==> src/hw/rtl/chained_hash_map_engine_macros.svh <==
// assertion macros for the hash map engine
`ifndef CHAINED_HASH_MAP_ENGINE_MACROS_SVH
`define CHAINED_HASH_MAP_ENGINE_MACROS_SVH

// condition holds at every clock edge out of reset
`define CHM_CHECK(label, cond) \
  label: assert property (@(posedge clk) disable iff (rst) (cond)) \
    else $error("hash map invariant violated");

// condition in one cycle implies result in the next
`define CHM_CHECK_NEXT(label, pre, post) \
  label: assert property (@(posedge clk) disable iff (rst) (pre) |=> (post)) \
    else $error("hash map sequence violated");

`endif

==> src/hw/rtl/chm_ram.sv <==
// generic simple dual port ram with registered read
module chm_ram #(
  parameter int WIDTH = 8,
  parameter int DEPTH = 16
) (
  input  logic                     clk,
  input  logic                     we,
  input  logic [$clog2(DEPTH)-1:0] waddr,
  input  logic [WIDTH-1:0]         wdata,
  input  logic [$clog2(DEPTH)-1:0] raddr,
  output logic [WIDTH-1:0]         rdata
);
  logic [WIDTH-1:0] mem [DEPTH];

  always_ff @(posedge clk) begin
    if (we) begin
      mem[waddr] <= wdata;
    end
    rdata <= mem[raddr];
  end
endmodule

==> config.mk <==
export PLATFORM = sky130hd
export DESIGN_NAME = chm_ram
export DESIGN_NICKNAME = d
export VERILOG_FILES = /design/src/hw/rtl/chained_hash_map_engine_macros.svh /design/src/hw/rtl/chm_ram.sv
export SDC_FILE = /design/constraint.sdc
export NUM_CORES = 1
export LEC_CHECK = 0
export BUFFER_PORTS_ARGS = -buffer_cell sky130_fd_sc_hd__buf_2
export CAP_MARGIN = 20
export CELL_PAD_IN_SITES_DETAIL_PLACEMENT = 1
export CELL_PAD_IN_SITES_GLOBAL_PLACEMENT = 1
export CORE_MARGIN = 3
export CORE_UTILIZATION = 40
export DETAILED_ROUTE_END_ITERATION = 10
export GPL_TIMING_DRIVEN = 0
export PLACE_DENSITY_LB_ADDON = 0.1
export SLEW_MARGIN = 20
export SYNTH_ARGS = -nofsm -noshare
export SYNTH_HDL_FRONTEND = slang
export SYNTH_SLANG_ARGS = --single-unit
==> constraint.sdc <==
create_clock -name clk -period 2.6 [get_ports clk]
set_clock_uncertainty 0.15 [all_clocks]
set_input_delay 0.39 -clock clk [delete_from_list [all_inputs] [get_ports clk]]
set_output_delay 0.39 -clock clk [all_outputs]
set_load 0.01 [all_outputs]
Word level (Yosys, flattened, before mapping)
Memory sizes are Yosys's and may differ from the RTL's. A register that Yosys moved wholly into a read port is not among the register bits.
Cells that the tools add are included.
{"block": "op_classes", "n_mux": 2}
{"cell": "$mux W1", "count": 2}
{"block": "word_totals", "memories": 1, "regBits": 0, "mem_bits_rw": 128, "out_inout_bits": 8}
{"name": "mem", "words": 16, "width": 8, "rd": 1, "rd_ports_with_merged_regs": 1, "write_ports": 1, "line_no": "chm_ram.sv:13", "source": "logic [WIDTH-1:0] mem [DEPTH];"}

Longest topological paths before layout
{"block": "depth", "word_depth": 2, "ltp_mapped": 5, "mapped_depth_nobuf": 3}

Worst setup path after synthesis
OpenSTA, ideal clock, no wires.
{"block": "synth_path", "path_kind": "input to register", "start": "in waddr[2]", "end": "mem mem[0][0], enable pin", "n_path_buf": 0, "arrival_ps": 1500, "setup_ps": 383, "slack_ps": 567, "path_stages": 2, "required_ps": 2067, "path_cell_list": "or3b_2 > nor3_1"}
{"item": "start: declaration", "line_no": "chm_ram.sv:8", "source": "input logic [$clog2(DEPTH)-1:0] waddr,"}
{"item": "end: declaration", "line_no": "chm_ram.sv:13"}
No word-level cell before the write port.

Worst setup path after layout
{"block": "layout_path", "start": "in waddr[2]", "end": "mem mem[3][4], enable pin"}
No word-level cell before the write port.

==> results.py <==
metrics = {
    "run_status": {
        "status": "finished clean",
    },
    "yosys": {
        "ys_ff_latch": 136,
        "synth-edff-count": 128,
        "yosys-top-cells-area": "edfxtp_1 75%, mux4_2 7.9%, mux4_1 7.1%",
        "yosysSeqAreaShare_pct": 77.8,
        "synth_area_sq_um": 5150,
        "yosysMostFrequentCell": "edfxtp_1",
        "synthCells": 229,
        "syn_area_per_cell_sq_um": 22.5,
        "yosys.area.top_type_share_pct": 74.7,
        "synthTopCellsByCount": "128 x edfxtp_1, 18 x mux4_2, 16 x a22oi_1, 14 x mux4_1, 13 x nor2_1",
        "synth_top_area_cell": "edfxtp_1",
        "synthFlopType": "edfxtp_1",
        "yosysWarningCount": 0,
        "synth_fp_nets": 247,
        "synth_async_sr_flop_share_pct": 0,
        "synth_cell_types": 19,
    },
    "power_and_ir_drop": {
        "p_leak_nw": 2.05,
        "power_density_nw_per_um2": 842,
        "peakVddDrop_v": 0.000395,
    },
    "critical_path": {
        "crit_type": "in2reg",
        "worstPathRequired_ns": 2.48,
        "worstPathCellList": "buf_2 -> or3b_2 -> nor2_1",
        "cp_slowest_cell": "nor2_1",
        "crit_fanout": 8,
        "critPathLaunchType": "input pin",
        "arrival_ns": 1.70,
        "cp_slowest_stage_delay_ns": 0.64,
        "critPathCaptureType": "flop",
    },
    "floorplanning": {
        "die-area_sq_um": 14300,
        "die_h_microns": 119,
        "fp-row-count": 40,
        "die_w_microns": 119,
        "initial_core_util_pct": 41.8,
        "io_pins": 26,
        "core_region_area_sq_um": 12300,
    },
    "layout": {
        "drive_gt1_share_pct": 30.5,
        "diodes": 0,
        "final_area_sq_um": 6110,
        "fin_nets": 290,
        "syn_to_final_growth_pct": 18.6,
    },
    "flow_run": {
        "max_cap_violations": 0,
    },
    "clocking": {
        "cts_made_buffers": 17,
        "clock_latency_ns": 0.42,
        "cts_resized": 0,
        "ctsHoldBuffers": 0,
        "cts_tree": "yes",
        "cts_buffer_depth": 2,
        "postCtsSetupBuffers": 0,
        "cts-htree-levels": 4,
        "cts_root_buf": "clkbuf_16",
        "clock-sinks": 136,
        "path_clk_slew_ns": 0.06,
    },
    "place": {
        "port_buffers": 24,
        "dpl_worst_slack_ns": 0.322,
        "postPlaceCellArea_sq_um": 5500,
        "place.gp.congestion": 0.655,
        "dp_hpwl_mm": 6.63,
    },
    "hold_path": {
        "min-delay-path-class": "in2reg",
    },
    "grt": {
        "antenna_found_initial": 0,
        "grt_max_degree": 17,
        "grt.total_usage_pct": 15.8,
        "grt_pass1_wl_mm": 15.6,
        "grt_pass1_vias": 2434,
        "grt-ovfl-total": 0,
    },
    "sta": {
        "setup_viol": 0,
        "slew_violations": 0,
        "relSlewSlack_pct": 42.9,
        "rsz0062_at_grt": "no",
        "fin_setup_tns_ns": 0,
        "tightest_slew_ns": 0.853,
        "min_period_ns": 1.81,
        "hold_viol": 0,
        "fmax_mhz": 552,
        "post-route-period-util_pct": 69.7,
        "postLayoutSetupSlackWorst_ns": 0.787,
    },
    "drt": {
        "firstDrtPassIters": 4,
        "wl_mm": 10.4,
        "drc": 0,
        "routed-via-count": 2353,
        "post_drt_via_cell_ratio": 5.19,
        "wl_per_cell_microns": 23.0,
        "drt_iter0_markers": 119,
        "ant_nets": 0,
    },
}
worst max-delay path, delay by kind of cell:
family                 cells  cell delay (ns)
buffers and inverters      1             0.11
and+or+nand+nor            2             1.18
logic make-up (layout without fill, tap and decap cells):
kind of cell	count (synthesis)	count (layout)	synth area share, %
buf+inv	10	66	1.68
simple gates	35	35	3.18
mux	32	32	15.0
flops	136	136	77.8
compound gates	16	16	2.33
layout by cell type, fill, tap and decap left out, types with 2 or more instances in the layout:
| cell type | Yosys | layout |
|---|---|---|
| edfxtp_1 | 128 | 128 |
| buf_2 | 3 | 27 |
| mux4_2 | 18 | 18 |
| clkbuf_16 | 0 | 17 |
| a22oi_1 | 16 | 16 |
| mux4_1 | 14 | 14 |
| nor2_1 | 13 | 13 |
| nand2_1 | 9 | 9 |
| dfxtp_1 | 8 | 8 |
| clkinv_2 | 0 | 6 |
| nor3_2 | 0 | 4 |
| clkbuf_8 | 0 | 4 |
| buf_6 | 3 | 3 |
| clkdlybuf4s25_2 | 3 | 3 |
| bufinv_16 | 0 | 3 |
| nand3b_1 | 2 | 2 |
| nand2b_1 | 2 | 2 |
| clkbuf_1 | 0 | 2 |
through the flow:
stage / hold slack, ns / instances / util, % / power, mW
after CTS: 0.227 / 453 / 49.6 / 5.18
after global placement: 0.513 / 421 / 44.5 / 2.75
after global routing: 0.239 / 453 / 49.6 / 5.30
after detailed placement: 0.525 / 421 / 44.7 / 2.76
final: 0.235 / 453 / 49.6 / 5.14
after floorplan: 0.339 / 229 / - / 2.64
where the power goes:
part	internal [mW]	leakage (nW)	switching (mW)
Clock	1.60	0.306	0.837
Sequential	2.45	1.22	0.0107
Combinational	0.0976	0.520	0.145
Total	4.15	2.05	0.993
final timing paths:
check	start	endpoint	slack, ns	cells after the start
worst max-delay path	waddr[2]	mem[3][4]	0.79	3
worst min-delay path	wdata[6]	mem[9][6]	0.24	1
worst max register to register	mem[4][0]	rdata[0]	0.98	3
worst min register to register	mem[8][1]	rdata[1]	0.54	3
layout make-up:
cell class / instances / area [sq um]
repair buffers: 24 / 120
fillers: 1139 / 6210
clock inverters: 9 / 120
clock buffers: 23 / 488
well taps: 168 / 210
flip-flops and latches: 136 / 4000
multi-input cells: 83 / 1080
plain buffers: 10 / 86.3
per-layer routing:
metal	track usage, %	wire [microns]	vias up
met5	0	0	-
met3	3.89	321	9
met1	22.4	4970	1240
met4	6.44	125	0
met2	23.4	4990	43
li1	-	-	1061
state kept, by name, summed over array words and instances, names as in the netlist:
signal / cells
mem: 128
rdata: 8
No activity file was read; power rests on OpenSTA's default activity.
