`config.mk`:
```
export PLATFORM = sky130hd
export DESIGN_NAME = chm_ctrl
export DESIGN_NICKNAME = d
export VERILOG_FILES = /design/src/hw/rtl/chm_pkg.sv /design/src/hw/rtl/chm_ctrl.sv
export VERILOG_INCLUDE_DIRS = /design/src /design/src/hw/rtl
export SDC_FILE = /design/constraint.sdc
export NUM_CORES = 1
export LEC_CHECK = 0
export BUFFER_PORTS_ARGS = -buffer_cell sky130_fd_sc_hd__clkbuf_2
export CAP_MARGIN = 5
export CORE_MARGIN = 3
export CORE_UTILIZATION = 45
export DETAILED_ROUTE_END_ITERATION = 12
export PLACE_DENSITY = 0.67
export SLEW_MARGIN = 25
export SYNTH_ARGS = -nofsm -noshare
export SYNTH_HDL_FRONTEND = slang
export SYNTH_SLANG_ARGS = --single-unit
```
`constraint.sdc`:
```
create_clock -name clk -period 6.7 [get_ports clk]
set_input_delay 0.335 -clock clk [delete_from_list [all_inputs] [get_ports clk]]
set_output_delay 0.335 -clock clk [all_outputs]
set_load 0.03 [all_outputs]
```
`src/hw/rtl/chained_hash_map_engine_macros.svh`:
```
// assertion macros for the hash map engine
`ifndef CHAINED_HASH_MAP_ENGINE_MACROS_SVH
`define CHAINED_HASH_MAP_ENGINE_MACROS_SVH

// condition holds at every clock edge out of reset
`define CHM_CHECK(label, cond) \
  label: assert property (@(posedge clk) disable iff (rst) (cond)) \
    else $error("hash map invariant violated");

// condition in one cycle implies result in the next
`define CHM_CHECK_NEXT(label, pre, post) \
  label: assert property (@(posedge clk) disable iff (rst) (pre) |=> (post)) \
    else $error("hash map sequence violated");

`endif

```
`src/hw/rtl/chm_pkg.sv`:
```
// types, constants and helpers shared by the hash map engine
package chm_pkg;

  localparam int MAX_SLOTS = 1024;
  localparam int MIN_SLOTS = 8;
  localparam int KEY_BITS  = 32;
  localparam int VAL_W     = 32;
  localparam int OP_W      = 3;
  localparam int ADDR_W    = $clog2(MAX_SLOTS);
  localparam int CNT_W     = ADDR_W + 1;

  typedef logic [CNT_W-1:0]  cnt_t;
  typedef logic [ADDR_W-1:0] addr_t;

  localparam cnt_t MIN_CNT = CNT_W'(MIN_SLOTS);
  localparam cnt_t MAX_CNT = CNT_W'(MAX_SLOTS);

  typedef enum logic [OP_W-1:0] {
    OP_GET   = 3'd0,
    OP_SET   = 3'd1,
    OP_DEL   = 3'd2,
    OP_CLEAR = 3'd3,
    OP_SCAN  = 3'd4
  } op_t;

  typedef enum logic [1:0] {
    ST_OK        = 2'd0,
    ST_NOT_FOUND = 2'd1,
    ST_FULL      = 2'd2,
    ST_RANGE     = 2'd3
  } status_t;

  typedef enum logic [4:0] {
    S_IDLE, S_DISPATCH, S_F_HEAD, S_F_TEST, S_F_SLOT,
    S_D_LINK, S_D_FREE, S_D_HALF,
    S_INS_CHK, S_INS, S_INS_D,
    S_RS_HINIT, S_RS_CRD, S_RS_CUSE, S_RS_CWR, S_RS_FREE,
    S_SC_RD, S_SC_CHK, S_FIN
  } state_t;

  typedef struct packed {
    logic [KEY_BITS-1:0] key;
    logic [VAL_W-1:0]    value;
    logic                used;
    cnt_t                link;
  } slot_ent_t;

  typedef struct packed {
    logic [OP_W-1:0]     op;
    logic [KEY_BITS-1:0] key;
    logic [VAL_W-1:0]    value;
    cnt_t                index;
  } req_t;

  typedef struct packed {
    status_t             status;
    logic                found;
    logic [VAL_W-1:0]    value_out;
    logic [KEY_BITS-1:0] key_out;
    cnt_t                slot;
    cnt_t                entry_total;
    cnt_t                size_now;
  } rsp_t;

  // size is a power of two, so the bucket is the low key bits
  function automatic addr_t bucket_of(logic [KEY_BITS-1:0] k, cnt_t size);
    addr_t mask;
    mask = size[ADDR_W-1:0] - addr_t'(1);
    return k[ADDR_W-1:0] & mask;
  endfunction

endpackage

```
`src/hw/rtl/chm_ctrl.sv`:
```
// sequencer for lookups, updates, scans and resizes of the hash map
`include "chained_hash_map_engine_macros.svh"
module chm_ctrl (
  input  logic              clk,
  input  logic              rst,
  input  logic              req_valid,
  output logic              req_ready,
  input  chm_pkg::req_t     req,
  output logic              res_valid,
  input  logic              res_take,
  output chm_pkg::rsp_t     res,
  output logic              s_we,
  output chm_pkg::addr_t    s_waddr,
  output chm_pkg::slot_ent_t s_wdata,
  output chm_pkg::addr_t    s_raddr,
  input  chm_pkg::slot_ent_t s_ent,
  output logic              b_we,
  output chm_pkg::addr_t    b_waddr,
  output chm_pkg::cnt_t     b_wdata,
  output chm_pkg::addr_t    b_raddr,
  input  chm_pkg::cnt_t     b_rdata
);
  import chm_pkg::*;

  state_t              state, state_next;
  logic [OP_W-1:0]     op_r, op_next;
  logic [KEY_BITS-1:0] key_r, key_next;
  logic [VAL_W-1:0]    val_r, val_next;
  cnt_t                idx_r, idx_next;
  cnt_t                prev_r, prev_next;
  slot_ent_t           prev_ent, prev_ent_next;
  slot_ent_t           cur_ent, cur_ent_next;
  cnt_t                table_size, table_size_next;
  cnt_t                entry_count, entry_count_next;
  cnt_t                free_head, free_head_next;
  cnt_t                ns_r, ns_next;
  cnt_t                i_r, i_next;
  cnt_t                n_r, n_next;
  cnt_t                j_r, j_next;
  rsp_t                res_r, res_next;
  addr_t               h_key;
  addr_t               h_rs;
  cnt_t                cnt_dec;

  assign h_key   = bucket_of(key_r, table_size);
  assign h_rs    = bucket_of(cur_ent.key, ns_r);
  assign cnt_dec = entry_count - cnt_t'(1);

  always_comb begin
    res             = res_r;
    res.entry_total = entry_count;
    res.size_now    = table_size;
  end

  always_ff @(posedge clk) begin
    if (rst) begin
      state       <= S_IDLE;
      table_size  <= '0;
      entry_count <= '0;
      free_head   <= '0;
    end else begin
      state       <= state_next;
      table_size  <= table_size_next;
      entry_count <= entry_count_next;
      free_head   <= free_head_next;
    end
  end

  always_ff @(posedge clk) begin
    op_r     <= op_next;
    key_r    <= key_next;
    val_r    <= val_next;
    idx_r    <= idx_next;
    prev_r   <= prev_next;
    prev_ent <= prev_ent_next;
    cur_ent  <= cur_ent_next;
    ns_r     <= ns_next;
    i_r      <= i_next;
    n_r      <= n_next;
    j_r      <= j_next;
    res_r    <= res_next;
  end

  always_comb begin
    state_next       = state;
    op_next          = op_r;
    key_next         = key_r;
    val_next         = val_r;
    idx_next         = idx_r;
    prev_next        = prev_r;
    prev_ent_next    = prev_ent;
    cur_ent_next     = cur_ent;
    table_size_next  = table_size;
    entry_count_next = entry_count;
    free_head_next   = free_head;
    ns_next          = ns_r;
    i_next           = i_r;
    n_next           = n_r;
    j_next           = j_r;
    res_next         = res_r;
    req_ready        = 1'b0;
    res_valid        = 1'b0;
    s_we             = 1'b0;
    s_waddr          = '0;
    s_wdata          = '0;
    s_raddr          = '0;
    b_we             = 1'b0;
    b_waddr          = '0;
    b_wdata          = '0;
    b_raddr          = '0;

    case (state)
      S_IDLE: begin
        req_ready = 1'b1;
        if (req_valid) begin
          op_next    = req.op;
          key_next   = req.key;
          val_next   = req.value;
          idx_next   = req.index;
          state_next = S_DISPATCH;
        end
      end

      S_DISPATCH: begin
        res_next        = '0;
        res_next.status = ST_OK;
        res_next.slot   = table_size;
        prev_next       = table_size;
        b_raddr         = h_key;
        case (op_t'(op_r))
          OP_GET, OP_DEL: begin
            if (table_size == '0 || entry_count == '0) begin
              res_next.status = ST_NOT_FOUND;
              state_next      = S_FIN;
            end else begin
              state_next = S_F_HEAD;
            end
          end
          OP_SET: begin
            state_next = (table_size == '0) ? S_INS_CHK : S_F_HEAD;
          end
          OP_CLEAR: begin
            table_size_next  = '0;
            entry_count_next = '0;
            free_head_next   = '0;
            res_next.slot    = '0;
            state_next       = S_FIN;
          end
          OP_SCAN: begin
            if (idx_r > table_size) begin
              res_next.status = ST_RANGE;
              state_next      = S_FIN;
            end else begin
              state_next = S_SC_RD;
            end
          end
          default: state_next = S_FIN;
        endcase
      end

      S_F_HEAD: begin
        idx_next   = b_rdata;
        state_next = S_F_TEST;
      end

      S_F_TEST: begin
        if (idx_r >= table_size) begin
          if (op_t'(op_r) == OP_SET) begin
            state_next = S_INS_CHK;
          end else begin
            res_next.status = ST_NOT_FOUND;
            state_next      = S_FIN;
          end
        end else begin
          s_raddr    = idx_r[ADDR_W-1:0];
          state_next = S_F_SLOT;
        end
      end

      S_F_SLOT: begin
        cur_ent_next = s_ent;
        if (s_ent.used && s_ent.key == key_r) begin
          res_next.found   = 1'b1;
          res_next.key_out = key_r;
          res_next.slot    = idx_r;
          case (op_t'(op_r))
            OP_GET: begin
              res_next.value_out = s_ent.value;
              state_next         = S_FIN;
            end
            OP_SET: begin
              s_we               = 1'b1;
              s_waddr            = idx_r[ADDR_W-1:0];
              s_wdata            = s_ent;
              s_wdata.value      = val_r;
              res_next.value_out = val_r;
              state_next         = S_FIN;
            end
            default: begin
              res_next.value_out = s_ent.value;
              state_next         = S_D_LINK;
            end
          endcase
        end else begin
          prev_next     = idx_r;
          prev_ent_next = s_ent;
          idx_next      = s_ent.link;
          state_next    = S_F_TEST;
        end
      end

      S_D_LINK: begin
        if (prev_r < table_size) begin
          s_we         = 1'b1;
          s_waddr      = prev_r[ADDR_W-1:0];
          s_wdata      = prev_ent;
          s_wdata.link = cur_ent.link;
        end else begin
          b_we    = 1'b1;
          b_waddr = h_key;
          b_wdata = cur_ent.link;
        end
        state_next = S_D_FREE;
      end

      S_D_FREE: begin
        s_we             = 1'b1;
        s_waddr          = idx_r[ADDR_W-1:0];
        s_wdata.key      = cur_ent.key;
        s_wdata.value    = '0;
        s_wdata.used     = 1'b0;
        s_wdata.link     = free_head;
        free_head_next   = idx_r;
        entry_count_next = cnt_dec;
        if (table_size > MIN_CNT && (table_size >> 2) >= cnt_dec) begin
          ns_next    = table_size;
          state_next = S_D_HALF;
        end else begin
          state_next = S_FIN;
        end
      end

      S_D_HALF: begin
        ns_next = ns_r >> 1;
        if (!((ns_r >> 1) > MIN_CNT && (ns_r >> 3) >= entry_count)) begin
          j_next     = '0;
          i_next     = '0;
          n_next     = '0;
          state_next = S_RS_HINIT;
        end
      end

      S_INS_CHK: begin
        if (entry_count >= table_size) begin
          if (table_size == MAX_CNT) begin
            res_next.status = ST_FULL;
            state_next      = S_FIN;
          end else begin
            ns_next    = (table_size == '0) ? MIN_CNT : (table_size << 1);
            j_next     = '0;
            i_next     = '0;
            n_next     = '0;
            state_next = S_RS_HINIT;
          end
        end else begin
          state_next = S_INS;
        end
      end

      S_INS: begin
        if (free_head >= table_size) begin
          res_next.status = ST_FULL;
          res_next.slot   = table_size;
          state_next      = S_FIN;
        end else begin
          s_raddr    = free_head[ADDR_W-1:0];
          b_raddr    = h_key;
          state_next = S_INS_D;
        end
      end

      S_INS_D: begin
        s_we               = 1'b1;
        s_waddr            = free_head[ADDR_W-1:0];
        s_wdata.key        = key_r;
        s_wdata.value      = val_r;
        s_wdata.used       = 1'b1;
        s_wdata.link       = b_rdata;
        b_we               = 1'b1;
        b_waddr            = h_key;
        b_wdata            = free_head;
        free_head_next     = s_ent.link;
        entry_count_next   = entry_count + cnt_t'(1);
        res_next.status    = ST_OK;
        res_next.found     = 1'b0;
        res_next.value_out = val_r;
        res_next.key_out   = key_r;
        res_next.slot      = free_head;
        state_next         = S_FIN;
      end

      S_RS_HINIT: begin
        if (j_r < ns_r) begin
          b_we    = 1'b1;
          b_waddr = j_r[ADDR_W-1:0];
          b_wdata = ns_r;
          j_next  = j_r + cnt_t'(1);
        end else begin
          j_next     = '0;
          state_next = (table_size == '0) ? S_RS_FREE : S_RS_CRD;
        end
      end

      S_RS_CRD: begin
        s_raddr    = i_r[ADDR_W-1:0];
        state_next = S_RS_CUSE;
      end

      S_RS_CUSE: begin
        cur_ent_next = s_ent;
        if (s_ent.used) begin
          b_raddr    = bucket_of(s_ent.key, ns_r);
          state_next = S_RS_CWR;
        end else begin
          i_next = i_r + cnt_t'(1);
          if ((i_r + cnt_t'(1)) == table_size) begin
            j_next     = n_r;
            state_next = S_RS_FREE;
          end else begin
            state_next = S_RS_CRD;
          end
        end
      end

      S_RS_CWR: begin
        s_we          = 1'b1;
        s_waddr       = n_r[ADDR_W-1:0];
        s_wdata.key   = cur_ent.key;
        s_wdata.value = cur_ent.value;
        s_wdata.used  = 1'b1;
        s_wdata.link  = b_rdata;
        b_we          = 1'b1;
        b_waddr       = h_rs;
        b_wdata       = n_r;
        n_next        = n_r + cnt_t'(1);
        i_next        = i_r + cnt_t'(1);
        if ((i_r + cnt_t'(1)) == table_size) begin
          j_next     = n_r + cnt_t'(1);
          state_next = S_RS_FREE;
        end else begin
          state_next = S_RS_CRD;
        end
      end

      S_RS_FREE: begin
        if (j_r < ns_r) begin
          s_we         = 1'b1;
          s_waddr      = j_r[ADDR_W-1:0];
          s_wdata.used = 1'b0;
          s_wdata.link = j_r + cnt_t'(1);
          j_next       = j_r + cnt_t'(1);
        end else begin
          free_head_next  = n_r;
          table_size_next = ns_r;
          state_next      = (op_t'(op_r) == OP_SET) ? S_INS : S_FIN;
        end
      end

      S_SC_RD: begin
        if (idx_r >= table_size) begin
          state_next = S_FIN;
        end else begin
          s_raddr    = idx_r[ADDR_W-1:0];
          state_next = S_SC_CHK;
        end
      end

      S_SC_CHK: begin
        if (s_ent.used) begin
          res_next.found     = 1'b1;
          res_next.value_out = s_ent.value;
          res_next.key_out   = s_ent.key;
          res_next.slot      = idx_r;
          state_next         = S_FIN;
        end else begin
          idx_next   = idx_r + cnt_t'(1);
          state_next = S_SC_RD;
        end
      end

      S_FIN: begin
        res_valid = 1'b1;
        if (res_take) begin
          state_next = S_IDLE;
        end
      end

      default: state_next = S_IDLE;
    endcase
  end

  `CHM_CHECK(a_count_fits, entry_count <= table_size)
  `CHM_CHECK(a_size_shape, $onehot0(table_size) && (table_size == '0 || table_size >= MIN_CNT))
  `CHM_CHECK(a_free_fits, free_head <= table_size)
  `CHM_CHECK_NEXT(a_insert_counts, state == S_INS_D,
                  entry_count == cnt_t'($past(entry_count) + cnt_t'(1)))
endmodule

```
# --- Yosys cells after proc, flatten, opt, wreduce, memory -nomap -nowiden ---
# Cells that the tools add are included.
totals:
  reg_bits: 389
  in_bits: 169
  output_inout_bits: 231
  wordCells: 233
classes:
  addsub: 8
  n_lt_le_gt_ge: 10
  eq_ne: 46
  mux: 100
  n_bitwise: 4
  n_reduce_logical: 41
op_table:
  columns: ["operator", "count"]
  rows:
  - ["$mux 76", 5]
  - ["$pmux 64 s5", 1]
  - ["$mux 11", 25]
  - ["$pmux 65 s4", 1]
  - ["$pmux 11 s4", 4]
  - ["$pmux 11 s3", 3]
  - ["$pmux 5 s19", 1]
  - ["$mux 10", 9]
  - ["$mux 5", 15]
  - ["$pmux 11 s6", 1]
  - ["$pmux 10 s3", 2]
  - ["$pmux 10 s6", 1]
  - ["$pmux 12 s5", 1]
  - ["$add 11x1->11 const B", 5]
  - ["$pmux 11 s5", 1]
  - ["$pmux 11 s2", 2]
  - ["$eq 5x4->1 const B", 8]
  - ["$ne 2x2->1 const B", 20]
  - ["$pmux 10 s4", 1]
  - ["$ge 11x11->1", 3]
  - ["$eq 32x32->1", 1]
  - ["$mux 32", 1]
  - ["$and 10x10->10", 3]
  - ["$mux 2", 12]
  - ["44 further kinds", 83]

# --- Logic depth before layout (Yosys ltp) ---
depth:
  ltp_word: 5
  ltp_mapped: 12
  mapped_depth_nobuf: 11

# --- Worst setup path before layout ---
# No wires, ideal clock.
synth_path:
  path_type: "reg-to-reg"
  from: "register state[2]"
  to: "register cur_ent[0] (netlist bit) (enable)"
  setup_ns: 0.612
  t_arrival_ns: 6.393
  required_ns: 6.088
  path_slack_ns: -0.305
  stages_incl_launch_ff: 5
  path_buffers: 2
  period_less_slack_ns: 7.005
  path_cell_list: "dfxtp_1 clkbuf_1 clkbuf_1 nand2_1 o21ai_0"
synth_via:
  elab_chain_cells: 2
  word_cells_on_any_way: 3
  classes_between: "eq/ne: 2; reduce/logical: 1"
synth_lines:
  columns: ["element", "line_no", "source"]
  rows:
  - ["from (decl)", "chm_ctrl.sv:25", "state_t state, state_next;"]
  - ["from (signal assigned)", "chm_ctrl.sv:62", "state <= state_next;"]
  - ["$eq 5x3->1 / $eq 5x4->1 (equally long branches)", "chm_ctrl.sv:112", "case (state)"]
  - ["$reduce_or 2->1 (no source line) *", null, null]
  - ["to (signal assigned)", "chm_ctrl.sv:76", "cur_ent <= cur_ent_next;"]
  - ["to (decl)", "chm_ctrl.sv:32", "slot_ent_t cur_ent, cur_ent_next;"]
# Mark *: on every way between the ends. The rest lies on a longest branch, timed or not.
# A chain may end at the register's enable or synchronous reset.

==> reports/summary.txt <==
status = complete, no violations
Hold Crit Depth = 1
Placed Cells = 2,698
Root Buffer = clkbuf_16
Max FO, Critical Path = 32
DIE WIDTH = 221 um
post-DR wirelength/cell = 28.0 um
Filler cells = 3,819
Post-CTS Setup Inserts = 0
CP Data Required Time = 6360 ps
Post-CTS Resized = 0
register area = 0.0113 mm^2
post-route cell area = 0.0259 mm^2
unrepaired setup endpoints after global routing = false
DRT Pass-1 Iters = 6
placer congestion estimate = 0.974
final setup fails = 0
GRT Overall Usage = 31.6%
area of the multi-input gates = 0.00881 mm^2
clk_lat worst skew = 580 ps
slew margin rel. = 24.5%
Nets = 2,495
Num CTS Buffers = 43
Vias = 18,800
dominant synthesized flop cell = edfxtp_1
fin util = 56.8%
final worst path period need = 5260 ps
# IOs = 400
sequential share of the synthesized area = 54.2%
Worst Tran Pin Value = 1130 ps
Core Area = 0.0456 mm^2
Slew Viols, Final = 0
crit share post-route = 78.6%
fmax = 190 MHz
leak pwr = 0.0104 uW
final hold vios = 0
Clock Sinks = 389
pin count of the biggest net entering global routing = 88
library cells used by synthesis = 77
Final HPWL DP = 56,600 um
mapped cell area = 0.0208 mm^2
Pwr per Cell Area = 307 mW/mm^2
most common cell after layout, fill and taps aside = clkbuf_2
YS warnings = 0
synth-to-layout area growth = 24.3%
initial core utilization = 45.7%
Syn Area/Cell = 11.6 um^2
post-synthesis async set-or-reset flop share = 0%
Vias/cell = 6.52
EDFF count, synth = 351
Critical Path Start Type = flip-flop
DRT iter0 DRCs = 2,785
Worst VDD drop = 0.205 mV
Reg clk slew, reported paths = 70 ps
Post-DP Area = 0.0234 mm^2
DRC = 0
crit path kind = reg -> out
antenna-violating nets left = 0
Post-CTS Hold Buffers = 104
Max Clock Skew = 29.1 ps
first-pass GRT wire length = 119,000 um
Finished Layout Cells = 2,881
R2R depth = 9
Routed WL = 80,800 um
commonest non-fill, non-tap cells in the layout = clkbuf_2 (399), edfxtp_1 (351), a22o_1 (115)
maxcap violations = 0
number of H-tree levels = 2
die area = 0.0489 mm^2
HP Class = in -> reg
CP Data Arrival Time = 4930 ps
Syn Inst Count = 1,790
maximum clock path buffer count = 3
CTS tree = built
synthesized net count = 2,037
Critical Path End Type = primary output
Setup TNS = 0 ps
FF+latch count, synth = 389
I/O Buffers = 399
initial antenna violation count = 4
DIE HEIGHT = 221 um
global route total overflow = 0
share of cells above drive strength 1 = 23.3%
cell row count = 78
vias in the first global route = 18,200
==> stage by stage <==
step / setup WS [ps] / hold WS (ps) / power, uW
after floorplan: 237 / 434 / 4660
after global placement: 2310 / 512 / 5460
after detailed placement: 2200 / 514 / 5480
after CTS: 1570 / 0.417 / 7920
after global routing: 1260 / 23.9 / 8190
final: 1440 / 25.6 / 7960
==> worst paths after layout <==
path	from	to	slack (ps)
worst max-delay path	state[2]$_SDFFE_PP0P_	s_wdata[19]	1440
worst min register to register	val_r[8]$_DFFE_PP_	res[73]$_DFFE_PP_	590
worst min-delay path	s_ent[68]	prev_ent[68]$_DFFE_PP_	30
worst max register to register	entry_count[2]$_SDFFE_PP0P_	ns_r[2]$_DFFE_PP_	2480
==> final cells by class <==
cell class	instances	area share (%)
tap	600	2.90
multi-input combinational	1198	34.0
clock inverter	17	0.783
timing repair buffer	543	13.0
sequential	389	43.6
clock buffer	59	4.62
antenna	2	0.0193
inverter	73	1.06
==> per-layer routing <==
metal	global-route usage, %	up-vias	part of all wire, %
met5	0	-	0.030
li1	-	7981	-
met2	48.9	1359	45
met3	8.37	247	12
met4	13.1	4	4.6
met1	42.3	9180	39
==> sequential cells by signal, indices dropped and copies added (netlist names) <==
name / flops
j_r: 11
entry_count: 11
idx_r: 11
prev_r: 11
i_r: 11
ns_r: 11
cur_ent: 75
state: 5
key_r: 32
table_size: 11
val_r: 32
prev_ent: 65
res: 78
op_r: 3
n_r: 11
free_head: 11
==> kinds of logic (layout without fill, tap and decap cells) <==
group | Yosys count | count (layout) | share of synthesized area [%]
flops | 389 | 389 | 54.2
compound gates | 547 | 547 | 20.8
fa+ha+maj | 78 | 78 | 4.68
buf+inv | 203 | 692 | 4.05
xor+xnor | 101 | 101 | 4.51
other cells | 0 | 2 | 0
mux | 3 | 3 | 0.156
simple gates | 469 | 469 | 11.5
==> cell usage after synthesis, types with 4 or more instances <==
library cell / count / share of area, %
and2_1: 63 / 1.9
xnor2_1: 61 / 2.6
a211o_1: 12 / 0.50
o21a_1: 9 / 0.32
nor3_1: 32 / 0.77
nand4_1: 26 / 0.78
a31oi_1: 7 / 0.21
buf_1: 7 / 0.13
nand2b_1: 17 / 0.51
a311oi_1: 16 / 0.67
and4_1: 6 / 0.25
a2111oi_0: 4 / 0.17
or4_1: 7 / 0.25
xor2_1: 36 / 1.5
edfxtp_1: 351 / 51
a21o_1: 19 / 0.68
a21oi_1: 53 / 1.3
xnor3_1: 4 / 0.43
nor2b_1: 8 / 0.24
inv_1: 71 / 1.3
a221oi_1: 5 / 0.21
a222oi_1: 26 / 1.2
buf_2: 4 / 0.096
a211oi_1: 16 / 0.58
a221o_1: 108 / 5.2
a22o_1: 115 / 4.8
ha_1: 78 / 4.7
or3_1: 5 / 0.15
nor2_1: 102 / 1.8
a22oi_1: 26 / 0.94
nor4_1: 13 / 0.39
clkbuf_1: 108 / 1.9
buf_6: 5 / 0.27
a32oi_1: 11 / 0.46
nand2_1: 102 / 1.8
o31ai_1: 6 / 0.22
o211ai_1: 6 / 0.22
dfxtp_1: 38 / 3.7
and3_1: 17 / 0.51
o21ai_0: 79 / 1.9
nand3_1: 53 / 1.3
==> where the power goes <==
group / switching, uW / internal (uW)
Combinational: 1400 / 552
Sequential: 402 / 3190
Clock: 1010 / 1400
==> critical path, stage by stage (launching register included) <==
cell and delay (ps):
dfxtp_1 310, buf_4 300, nor2b_1 250, and2_1 270, nand2_1 370, nor4_4 660, and2_2 510, buf_4 450
or2_2 660, a221o_1 300, clkbuf_2 220
(Power assumes the default switching activity.)
